### config.mk
export PLATFORM = sky130hd
export DESIGN_NAME = static_linked_list_engine_unit
export DESIGN_NICKNAME = d
export VERILOG_FILES = /design/src/hdl/sll_pkg.sv /design/src/hdl/static_linked_list_engine_unit.sv /design/src/hdl/sll_link_mem.sv /design/src/hdl/sll_seq.sv
export SDC_FILE = /design/constraint.sdc
export NUM_CORES = 2
export LEC_CHECK = 0
export BUFFER_PORTS_ARGS = -buffer_cell sky130_fd_sc_hd__buf_4
export CAP_MARGIN = 20
export CELL_PAD_IN_SITES_DETAIL_PLACEMENT = 0
export CELL_PAD_IN_SITES_GLOBAL_PLACEMENT = 2
export CORE_MARGIN = 1
export CORE_UTILIZATION = 35
export CTS_BUF_LIST = sky130_fd_sc_hd__clkbuf_8 sky130_fd_sc_hd__clkbuf_16
export DETAILED_ROUTE_END_ITERATION = 8
export PLACE_DENSITY = 0.66
export SETUP_SLACK_MARGIN = 0.2
export SLEW_MARGIN = 15
export SYNTH_ARGS = -nofsm -noshare
export SYNTH_HDL_FRONTEND = slang
export SYNTH_SLANG_ARGS = --single-unit
### constraint.sdc
create_clock -name i_clk -period 5.8 [get_ports i_clk]
set_clock_uncertainty 0.1 [all_clocks]
set_input_delay 0.58 -clock i_clk [delete_from_list [all_inputs] [get_ports i_clk]]
set_output_delay 0.58 -clock i_clk [all_outputs]
set_load 0.03 [all_outputs]
### src/hdl/sll_pkg.sv
// Shared types, constants and helpers for the static linked list engine.
package sll_pkg;

    localparam int SLOTS      = 64;
    localparam int DATA_WIDTH = 32;
    localparam int LINK_W     = $clog2(SLOTS);
    localparam int POS_W      = 7;
    localparam int CNT_W      = 6;

    localparam logic [LINK_W-1:0] HEAD_FREE = '0;
    localparam logic [LINK_W-1:0] HEAD_LIST = LINK_W'(SLOTS - 1);

    typedef enum logic [1:0] {
        OP_INSERT = 2'd0,
        OP_DELETE = 2'd1,
        OP_READ   = 2'd2
    } t_op;

    typedef enum logic [1:0] {
        ST_OK     = 2'd0,
        ST_BADPOS = 2'd1,
        ST_FULL   = 2'd2
    } t_status;

    typedef struct packed {
        logic [1:0]                    op;
        logic [POS_W-1:0]              position;
        logic signed [DATA_WIDTH-1:0]  value;
    } t_req;

    typedef struct packed {
        logic [1:0]                    status;
        logic signed [DATA_WIDTH-1:0]  read_value;
        logic [CNT_W-1:0]              count;
    } t_rsp;

    typedef struct packed {
        logic              wr_en;
        logic [LINK_W-1:0] wr_addr;
        logic [LINK_W-1:0] wr_data;
        logic [LINK_W-1:0] rd_addr;
    } t_link_req;

    typedef struct packed {
        logic valid;
        t_rsp rsp;
    } t_seq_out;

    typedef enum logic [3:0] {
        S_IDLE,
        S_CHECK,
        S_FREE,
        S_POP,
        S_WALK,
        S_HOP,
        S_SUCC,
        S_INS_LINK,
        S_DEL_UNLINK,
        S_DEL_PUSH,
        S_DEL_HEAD,
        S_RD_VALUE,
        S_DONE
    } t_state;

    // Link held by an entry that has not been written since reset.
    function automatic logic [LINK_W-1:0] reset_link(input logic [LINK_W-1:0] addr);
        logic [LINK_W:0] nxt;
        nxt = {1'b0, addr} + (LINK_W+1)'(1);
        if (addr < LINK_W'(SLOTS - 2)) begin
            return nxt[LINK_W-1:0];
        end
        return '0;
    endfunction

endpackage

### src/hdl/static_linked_list_engine_unit.sv
// Top level of the static linked list engine: sequencer, link memory, output register.
//
// Array-backed linked list of up to 62 signed 32-bit elements with a free chain.
// Request channel (i_valid/o_ready, i_req): op insert, delete or read at a
// one-based position; value is stored on insert. Response channel
// (o_valid/i_ready, o_rsp): status, read_value and the element count after
// the operation. One response per request, in order.
// One request is in flight at a time; o_ready is high only while idle.
// Latency from request to response is set by the list walk; each hop reads
// the next link through the registered link memory read port (S_WALK, S_HOP).
// A bad position, or an insert that finds no free node, ends the request
// without a walk. Insert and delete at position 62 take longest.
// Reset gives an empty list with all 62 nodes on the free chain; it takes
// effect through per-entry valid bits on the link memory.
// A stalled response sits in the output register; the engine finishes the
// next operation only once that register can be loaded.
module static_linked_list_engine_unit
    import sll_pkg::*;
(
    input  logic i_clk,
    input  logic i_rst_n,
    input  logic i_valid,
    output logic o_ready,
    input  t_req i_req,
    output logic o_valid,
    input  logic i_ready,
    output t_rsp o_rsp
);

    t_link_req         link_req;
    logic [LINK_W-1:0] link_data;
    t_seq_out          seq_res;
    logic              take;

    logic r_out_valid;
    t_rsp r_out;

    assign take = seq_res.valid && (!r_out_valid || i_ready);

    sll_seq u_seq (
        .i_clk      (i_clk),
        .i_rst_n    (i_rst_n),
        .i_valid    (i_valid),
        .o_ready    (o_ready),
        .i_req      (i_req),
        .i_take     (take),
        .o_res      (seq_res),
        .o_link     (link_req),
        .i_link_data(link_data)
    );

    sll_link_mem u_link_mem (
        .i_clk    (i_clk),
        .i_rst_n  (i_rst_n),
        .i_req    (link_req),
        .o_rd_data(link_data)
    );

    always_ff @(posedge i_clk) begin
        if (!i_rst_n) begin
            r_out_valid <= 1'b0;
        end else if (take) begin
            r_out_valid <= 1'b1;
        end else if (i_ready) begin
            r_out_valid <= 1'b0;
        end
    end

    always_ff @(posedge i_clk) begin
        if (take) begin
            r_out <= seq_res.rsp;
        end
    end

    assign o_valid = r_out_valid;
    assign o_rsp   = r_out;

endmodule

### src/hdl/sll_link_mem.sv
// Link memory with per-entry valid bits that stand in for the reset free chain.
module sll_link_mem
    import sll_pkg::*;
(
    input  logic              i_clk,
    input  logic              i_rst_n,
    input  t_link_req         i_req,
    output logic [LINK_W-1:0] o_rd_data
);

    logic [LINK_W-1:0] r_mem [SLOTS];
    logic [SLOTS-1:0]  r_valid;
    logic [LINK_W-1:0] r_rd_data;
    logic [LINK_W-1:0] r_rd_addr;
    logic              r_rd_valid;

    always_ff @(posedge i_clk) begin
        if (!i_rst_n) begin
            r_valid <= '0;
        end else if (i_req.wr_en) begin
            r_valid[i_req.wr_addr] <= 1'b1;
        end
    end

    always_ff @(posedge i_clk) begin
        if (i_req.wr_en) begin
            r_mem[i_req.wr_addr] <= i_req.wr_data;
        end
        r_rd_data  <= r_mem[i_req.rd_addr];
        r_rd_addr  <= i_req.rd_addr;
        r_rd_valid <= r_valid[i_req.rd_addr];
    end

    assign o_rd_data = r_rd_valid ? r_rd_data : reset_link(r_rd_addr);

endmodule

### src/hdl/sll_seq.sv
// Sequencer: position check, list walk with a shared hop counter, splices, value store.
module sll_seq
    import sll_pkg::*;
(
    input  logic              i_clk,
    input  logic              i_rst_n,
    input  logic              i_valid,
    output logic              o_ready,
    input  t_req              i_req,
    input  logic              i_take,
    output t_seq_out          o_res,
    output t_link_req         o_link,
    input  logic [LINK_W-1:0] i_link_data
);

    t_state r_state, n_state;
    t_req   r_req, n_req;
    logic [LINK_W-1:0] r_node, n_node;
    logic [LINK_W-1:0] r_fresh, n_fresh;
    logic [POS_W-1:0]  r_hop, n_hop;
    logic [CNT_W-1:0]  r_count, n_count;
    logic [1:0]        r_status, n_status;
    logic signed [DATA_WIDTH-1:0] r_rdval, n_rdval;

    logic signed [DATA_WIDTH-1:0] r_vmem [SLOTS];
    logic signed [DATA_WIDTH-1:0] r_vdata;
    logic              v_we;
    logic [LINK_W-1:0] v_raddr;

    logic [POS_W-1:0] cnt_ext;
    logic [POS_W-1:0] cnt_p1;
    logic             pos_bad;

    assign cnt_ext = POS_W'(r_count);
    assign cnt_p1  = cnt_ext + POS_W'(1);

    always_comb begin
        case (r_req.op)
            OP_INSERT: pos_bad = (r_req.position == '0) || (r_req.position > cnt_p1);
            OP_DELETE,
            OP_READ:   pos_bad = (r_req.position == '0) || (r_req.position > cnt_ext);
            default:   pos_bad = 1'b1;
        endcase
    end

    // next state and register updates
    always_comb begin
        n_state  = r_state;
        n_req    = r_req;
        n_node   = r_node;
        n_fresh  = r_fresh;
        n_hop    = r_hop;
        n_count  = r_count;
        n_status = r_status;
        n_rdval  = r_rdval;
        case (r_state)
            S_IDLE: begin
                if (i_valid) begin
                    n_req    = i_req;
                    n_status = ST_BADPOS;
                    n_rdval  = '0;
                    n_state  = S_CHECK;
                end
            end
            S_CHECK: begin
                n_node = HEAD_LIST;
                n_hop  = POS_W'(1);
                if (pos_bad) begin
                    n_state = S_DONE;
                end else if (r_req.op == OP_INSERT) begin
                    n_state = S_FREE;
                end else begin
                    n_state = S_WALK;
                end
            end
            S_FREE: begin
                n_fresh = i_link_data;
                if (i_link_data == HEAD_FREE) begin
                    n_status = ST_FULL;
                    n_state  = S_DONE;
                end else begin
                    n_state = S_POP;
                end
            end
            S_POP: n_state = S_WALK;
            S_WALK: begin
                if (r_hop < r_req.position) begin
                    n_state = S_HOP;
                end else begin
                    n_state = S_SUCC;
                end
            end
            S_HOP: begin
                n_node  = i_link_data;
                n_hop   = r_hop + POS_W'(1);
                n_state = S_WALK;
            end
            S_SUCC: begin
                case (r_req.op)
                    OP_INSERT: n_state = S_INS_LINK;
                    OP_DELETE: begin
                        n_fresh = i_link_data;
                        n_state = S_DEL_UNLINK;
                    end
                    default:   n_state = S_RD_VALUE;
                endcase
            end
            S_INS_LINK: begin
                n_count  = r_count + CNT_W'(1);
                n_status = ST_OK;
                n_state  = S_DONE;
            end
            S_DEL_UNLINK: n_state = S_DEL_PUSH;
            S_DEL_PUSH:   n_state = S_DEL_HEAD;
            S_DEL_HEAD: begin
                n_count  = r_count - CNT_W'(1);
                n_status = ST_OK;
                n_state  = S_DONE;
            end
            S_RD_VALUE: begin
                n_rdval  = r_vdata;
                n_status = ST_OK;
                n_state  = S_DONE;
            end
            S_DONE: begin
                if (i_take) begin
                    n_state = S_IDLE;
                end
            end
            default: n_state = S_IDLE;
        endcase
    end

    // memory requests and handshake
    always_comb begin
        o_link  = '0;
        v_we    = 1'b0;
        v_raddr = i_link_data;
        o_ready = 1'b0;
        case (r_state)
            S_IDLE:  o_ready = 1'b1;
            S_CHECK: o_link.rd_addr = HEAD_FREE;
            S_FREE:  o_link.rd_addr = i_link_data;
            S_POP: begin
                o_link.wr_en   = 1'b1;
                o_link.wr_addr = HEAD_FREE;
                o_link.wr_data = i_link_data;
                v_we           = 1'b1;
            end
            S_WALK:  o_link.rd_addr = r_node;
            S_SUCC: begin
                if (r_req.op == OP_INSERT) begin
                    o_link.wr_en   = 1'b1;
                    o_link.wr_addr = r_fresh;
                    o_link.wr_data = i_link_data;
                end
                o_link.rd_addr = i_link_data;
            end
            S_INS_LINK: begin
                o_link.wr_en   = 1'b1;
                o_link.wr_addr = r_node;
                o_link.wr_data = r_fresh;
            end
            S_DEL_UNLINK: begin
                o_link.wr_en   = 1'b1;
                o_link.wr_addr = r_node;
                o_link.wr_data = i_link_data;
                o_link.rd_addr = HEAD_FREE;
            end
            S_DEL_PUSH: begin
                o_link.wr_en   = 1'b1;
                o_link.wr_addr = r_fresh;
                o_link.wr_data = i_link_data;
            end
            S_DEL_HEAD: begin
                o_link.wr_en   = 1'b1;
                o_link.wr_addr = HEAD_FREE;
                o_link.wr_data = r_fresh;
            end
            default: o_link = '0;
        endcase
    end

    always_ff @(posedge i_clk) begin
        if (!i_rst_n) begin
            r_state <= S_IDLE;
            r_count <= '0;
        end else begin
            r_state <= n_state;
            r_count <= n_count;
        end
    end

    always_ff @(posedge i_clk) begin
        r_req    <= n_req;
        r_node   <= n_node;
        r_fresh  <= n_fresh;
        r_hop    <= n_hop;
        r_status <= n_status;
        r_rdval  <= n_rdval;
    end

    always_ff @(posedge i_clk) begin
        if (v_we) begin
            r_vmem[r_fresh] <= r_req.value;
        end
        r_vdata <= r_vmem[v_raddr];
    end

    assign o_res.valid          = (r_state == S_DONE);
    assign o_res.rsp.status     = r_status;
    assign o_res.rsp.read_value = r_rdval;
    assign o_res.rsp.count      = r_count;

endmodule

Yosys cells after proc, flatten, opt, wreduce, memory -nomap -nowiden
Memories as Yosys holds them, arrays and structs flattened. A register that Yosys moved wholly into a read port is not among the register bits.
Cells that the tools add are included.

word-level totals
  input bits = 45
  memories kept = 2
  bits in writable memories = 2432
  flip-flop bits (word level) = 216
  logic and storage cells = 113

cells by class
  $add $sub $neg = 5
  eq/ne operators = 18
  reduce and logical (&&, ||, !) cells = 25
  muxes and demuxes = 38
  order comparisons = 7
  bitwise gates (word level) = 1

memory list
  name              words  bits a word  rd ports  clocked after memory_dff  write ports  line                RTL
  u_seq.r_vmem      64     32           1         1                         1            sll_seq.sv:25       logic signed [DATA_WIDTH-1:0] r_vmem [SLOTS];
  u_link_mem.r_mem  64     6            1         1                         1            sll_link_mem.sv:11  logic [LINK_W-1:0] r_mem [SLOTS];

operators by type and width
  operator                                                    number
  one-hot mux 13 bit (6 select lines)                         1
  bitwise OR 64 bit                                           1
  one-hot mux 32 bit (2 select lines)                         1
  one-hot mux 6 bit (2 select lines)                          4
  one-hot mux 4 bit (10 select lines)                         1
  two-way mux 32 bit                                          1
  two-way mux 6 bit                                           4
  equality test 4 bit, second input constant                  5
  equality test 4 x 3 -> 1 bit, second input constant         4
  two-way mux 4 bit                                           4
  less-than comparator 6 x 7 -> 1 bit, second input constant  2
  one-hot mux 7 bit (2 select lines)                          1
  two-way mux 13 bit                                          1
  adder 6 x 1 -> 6 bit, second input constant                 2
  two-way mux 1 bit                                           11
  nonzero test 2 bit                                          5
  equality test 4 x 2 -> 1 bit, second input constant         2
  one-hot mux 4 bit (2 select lines)                          1
  AND reduction 2 bit                                         4
  adder 6 x 1 -> 7 bit, second input constant                 1
  adder 7 x 1 -> 7 bit, second input constant                 1
  > comparator 7 x 6 -> 1 bit                                 1
  > comparator 7 bit                                          1
  zero test 7 bit                                             1
  25 further kinds                                            34

Logic depth before layout (Yosys ltp)
  word-level depth = 11
  depth in mapped cells = 14

By module
From an unflattened synthesis, not the netlist that was laid out.

second synthesis, totals
  cells, all modules = 4792
  area, all modules = 102350.7 µm²

modules (own cells, without submodules)
  module                          times used  cells each  area an instance (µm²)  sequential area each (µm²)
  sll_seq                         1           3809        83334.9                 65162.5
  sll_link_mem                    1           939         17767.0                 13072.5
  static_linked_list_engine_unit  1           44          1248.7                  1221.2

Worst setup path before layout
No wires, ideal clock.

  path type = reg2reg
  from = register u_link_mem.r_rd_addr[0]
  to = memory u_link_mem.r_mem[0][1] (netlist name) (data pin)
  setup slack = 0.743 ns
  data required time = 4.998 ns
  library setup time = 0.702 ns
  arrival = 4.255 ns
  path buffers = 4
  cell stages (with the launch flop) = 9
  path through = dfxtp_1 -> ha_1 -> mux2_2 -> o21ai_2 -> buf_2 -> buf_2 -> buf_2 -> clkbuf_1 -> o21ai_0

RTL lines
  item                    line                RTL
  from (decl)             sll_link_mem.sv:14  logic [LINK_W-1:0] r_rd_addr;
  from (signal assigned)  sll_link_mem.sv:30  r_rd_addr <= i_req.rd_addr;
  to (decl)               sll_link_mem.sv:11

Worst setup path in the final report
  from = register u_link_mem.r_rd_valid
  to = register u_seq.r_vdata[22] (read register of u_seq.r_vmem)

between the ends
  word-level cells in the longest chain between the ends = 1

ends and longest elaborated chain
  item                    line                RTL
  from (decl)             sll_link_mem.sv:15  logic r_rd_valid;
  from (signal assigned)  sll_link_mem.sv:31  r_rd_valid <= r_valid[i_req.rd_addr];
  two-way mux 6 bit       sll_link_mem.sv:34  assign o_rd_data = r_rd_valid ? r_rd_data : reset_link(r_rd_addr);
  to (decl)               sll_seq.sv:26       logic signed [DATA_WIDTH-1:0] r_vdata;

No other way between the ends.
A chain may end at the register's enable or synchronous reset.

==> results.md <==
* Worst Setup SP: u_link_mem.r_rd_valid
* Synth unique cells at 88
* Yosys warns at 0
* Final slew viol count at 0
* Worst min-delay path class: primary input to register
* CORE AREA at 0.300 sq mm
* Seq/Total Area, Yosys at between 70 and 80%
* GR Util All Layers at a little over a fifth
* Post-synth EDFFs at 2566
* Cell mode on critical path: buf_4
* NumNets Final at between 7000 and 8000
* Crit-path leading delay family: simple AND/OR/NAND/NOR gates
* Clock sinks at ~2700
* Grt ovf at 0
* Site row count at around 200
* FFs w/ async S/R, synth at 0%
* Status: complete, no violations
* P_leak at around 0.041 uW
* Critical path type: register to register
* DP Wirelength at a little under 200000 um
* CTS tree: built
* Post-DR vias/cell at ~5.5
* Worst setup SP type: register
* Final Hold Fails at 0
* WL/cell at 28.8 um
* Worst-margin pin slew at roughly 1.2 ns
* CP cell instances: buf_4 > or2_1 > nand2_1 > nand2_8 > buf_4 > nor2_4 > buf_12 > a32oi_1 > a21oi_1 > o22ai_1 > mux2_2
* Gpl congestion at about 0.81
* Worst-path clk slew at about 0.060 ns
* Crit share post-route at 83.3%
* Met3 routed WL at just under 20000 um
* Vias in the first global route at 62800
* Reg2Reg Launch Point: u_link_mem.r_rd_valid
* DR vias at ~64000
* Final setup fails at 0
* Largest net degree at the start of global routing at ~140
* I/O pin total at between 80 and 90
* Gate Count Post-Synth at between 7000 and 8000
* First-pass GRT wire length at between 400000 and 500000 um
* Min-delay src: i_rst_n
* Fillcell total at between 20000 and 30000
* First-pass DRT Iterations at 6
* Area Growth Syn to Fin at 16.0%
* Slew HR at between 20 and 25%
* WP data required at about 6.5 ns
* Routed wl met2 at around 160000 um
* Post-cts sizing count at 0
* Clk root buf: clkbuf_16
* Starting Density at a little over a third
* DRC violation count after routing at 0
* Die area at approximately 0.30 sq mm
* Setup WS pre-CTS at ~0.97 ns
* Peak supply drop at approximately 530 uV
* Total CTS buffers at roughly 300
* Crit path DAT at about 5.5 ns
* CP max stage cell: nor2_4
* Crit-path max FO at 39
* Share of layout cells above drive strength 1 at 12.6%
* Top Layer Used: met5
* Clock buffer depth at 4
* Total Wirelength at ~340000 um
* Max Freq at 0.207 GHz
* PwrDens at ~530 mW/mm^2
* Synth Register Bits at approximately 2700
* Number of H-tree levels at 5
* Max-cap viol count at 0
* Die width at ~550 um
* Mean area per synthesized cell at between 10 and 15 sq um
* M1 wire length at about 150000 um
* Endpoint kind of the worst setup timing path: register
* Port buffer count at 86
* Initial DRC Count at around 6500
* Reg area at 0.0795 sq mm
* TNS Setup at 0 ns
* Worst stage delay on the critical path at roughly 0.73 ns
* Setup WS post-layout at 0.966 ns
* Fin crit period at around 4.8 ns
* Die Height at 551 um
* Mapped Nets at slightly above 7000
* RSZ-0062 raised after global routing: no
* CP bufs+invs at 3
* Final core utilization at approximately two fifths
* Post-Syn Area at 0.106 sq mm
* Initial antenna violation count at 10
* Hold Worst Slack at between 0.2 and 0.3 ns
* Antenna Nets Post-Route at 0
* Multi-input logic area at about 0.025 sq mm
* Ys flop type: edfxtp_1
* Clock latency on the worst-skew pair at a little under 0.9 ns
## metrics by stage
step                      std cells  cell area, sq um  total power (uW)
final                         11600            123000             65600
after global routing          11600            123000             68100
after CTS                     11600            122000             66100
after detailed placement      11000            113000             47700
after global placement        11000            112000             47600
after floorplan                7195            106000             37400
## per-layer routing
metal | vias up | GRT usage [%]
li1 | 28200 | -
met1 | 33300 | 30.4
met2 | 2157 | 35.6
met3 | 423 | 2.60
met4 | 2 | 5.88
met5 | - | 0
## path summary, 6_finish.rpt
path / to / slack (ns) / cells after the start
max reg2reg: u_seq.r_vdata[22] / 0.97 / 11
min: u_link_mem.r_valid[59] / 0.25 / 2
max: u_seq.r_vdata[22] / 0.97 / 11
min reg2reg: o_rsp[8] / 0.31 / 0
## kinds of logic (layout without fill, tap and decap cells)
family	count (synthesis)	after routing	share of synthesized area, %
flip-flops	2686	2686	75.2
AND/OR/NAND/NOR	2019	2019	7.92
AO/OA/AOI/OAI	1445	1445	9.65
buffers and inverters	516	987	2.10
multiplexers	481	481	4.61
adder cells (fa/ha/maj)	30	30	0.362
XOR/XNOR	18	18	0.149
other	0	6	0
## registers in the layout, indices dropped and copies added (netlist names), 6 cells and up
name / count
u_seq.r_rdval: 32
u_link_mem.r_valid: 64
u_link_mem.r_rd_data: 6
u_seq.r_count: 6
u_seq.r_vmem: 2048
u_link_mem.r_mem: 384
u_seq.r_node: 6
u_seq.r_req: 41
u_link_mem.r_rd_addr: 6
u_seq.r_hop: 7
u_seq.r_vdata: 32
u_seq.r_fresh: 6
o_rsp: 40
## power breakdown
| part | switching (uW) | total [uW] | internal (uW) | leakage [uW] |
|---|---|---|---|---|
| clock | 7770 | 18400 | 10600 | 0.00486 |
| combinational | 16700 | 23600 | 6900 | 0.0121 |
| sequential | 460 | 23600 | 23200 | 0.0241 |
## layout by cell type (no fill, tap or decap), types with 12 or more instances in the layout
cell / count
edfxtp_1: 2566
nand2_1: 1476
a21oi_1: 464
mux2i_1: 438
buf_4: 330
clkbuf_16: 303
o22ai_1: 167
nand3_1: 143
a32oi_1: 141
a211oi_1: 124
dfxtp_1: 120
nor2_1: 113
a32o_1: 106
o41ai_1: 106
inv_1: 84
and3_1: 75
o21a_1: 70
nor2_4: 67
clkinv_2: 59
clkinv_1: 59
dlygate4sd3_1: 43
buf_12: 42
mux2_2: 40
and2_1: 38
a31oi_1: 37
a22oi_1: 37
ha_1: 29
a311oi_1: 26
nand4_1: 25
bufinv_16: 22
o2111ai_1: 20
a211o_1: 18
a31o_2: 17
o21ai_0: 14
xnor2_1: 13
o211ai_1: 13
a221o_1: 12
## timing repair
action                                 in CTS  in global routing
endpoints found under the hold margin      43                  0
buffers inserted                            0                  0
hold buffers                               43                  0
## layout make-up
| class | instances | share of cell area (%) |
|---|---|---|
| clock buffers | 313 | 6.30 |
| multi-input cells | 3993 | 20.1 |
| inverters | 38 | 0.133 |
| well taps | 3958 | 4.04 |
| repair buffers | 421 | 3.16 |
| flip-flops and latches | 2686 | 64.8 |
| clock inverters | 215 | 1.39 |
| diodes | 6 | 0.0123 |
## worst register-to-register path: stages (launching register included)
cell and delay [ns]:
dfxtp_1 0.36, buf_4 0.25, or2_1 0.30, nand2_1 0.27
nand2_8 0.37, buf_4 0.43, nor2_4 0.73, buf_12 0.33
a32oi_1 0.24, a21oi_1 0.49, o22ai_1 0.45, mux2_2 0.38
## cell usage after synthesis (11+ instances only)
library cell	n	share of area, %
buf_4	13	0.092
and2_1	39	0.23
mux2_2	40	0.43
a32oi_1	141	1.2
dfxtp_1	120	2.3
o21a_1	70	0.50
a221o_1	12	0.11
a22oi_1	37	0.26
xnor2_1	13	0.11
a221oi_1	12	0.099
o2111ai_1	20	0.17
a31oi_1	37	0.22
o41ai_1	106	0.88
o22ai_1	167	0.99
nand4_1	25	0.15
a311oi_1	26	0.22
a32o_1	106	1.0
nor2_1	178	0.63
a31o_2	17	0.14
and3_1	76	0.45
a21oi_1	464	2.2
clkbuf_1	247	0.88
mux2i_1	438	4.1
a211o_1	18	0.15
o21ai_0	21	0.099
buf_1	51	0.18
o211ai_1	13	0.092
edfxtp_1	2566	73
nand2_1	1477	5.2
a211oi_1	124	0.88
buf_2	163	0.77
ha_1	29	0.34
inv_1	31	0.11
nand2b_1	11	0.065
nand3_1	143	0.68
Note: power is estimated with default switching activity, not from simulation.
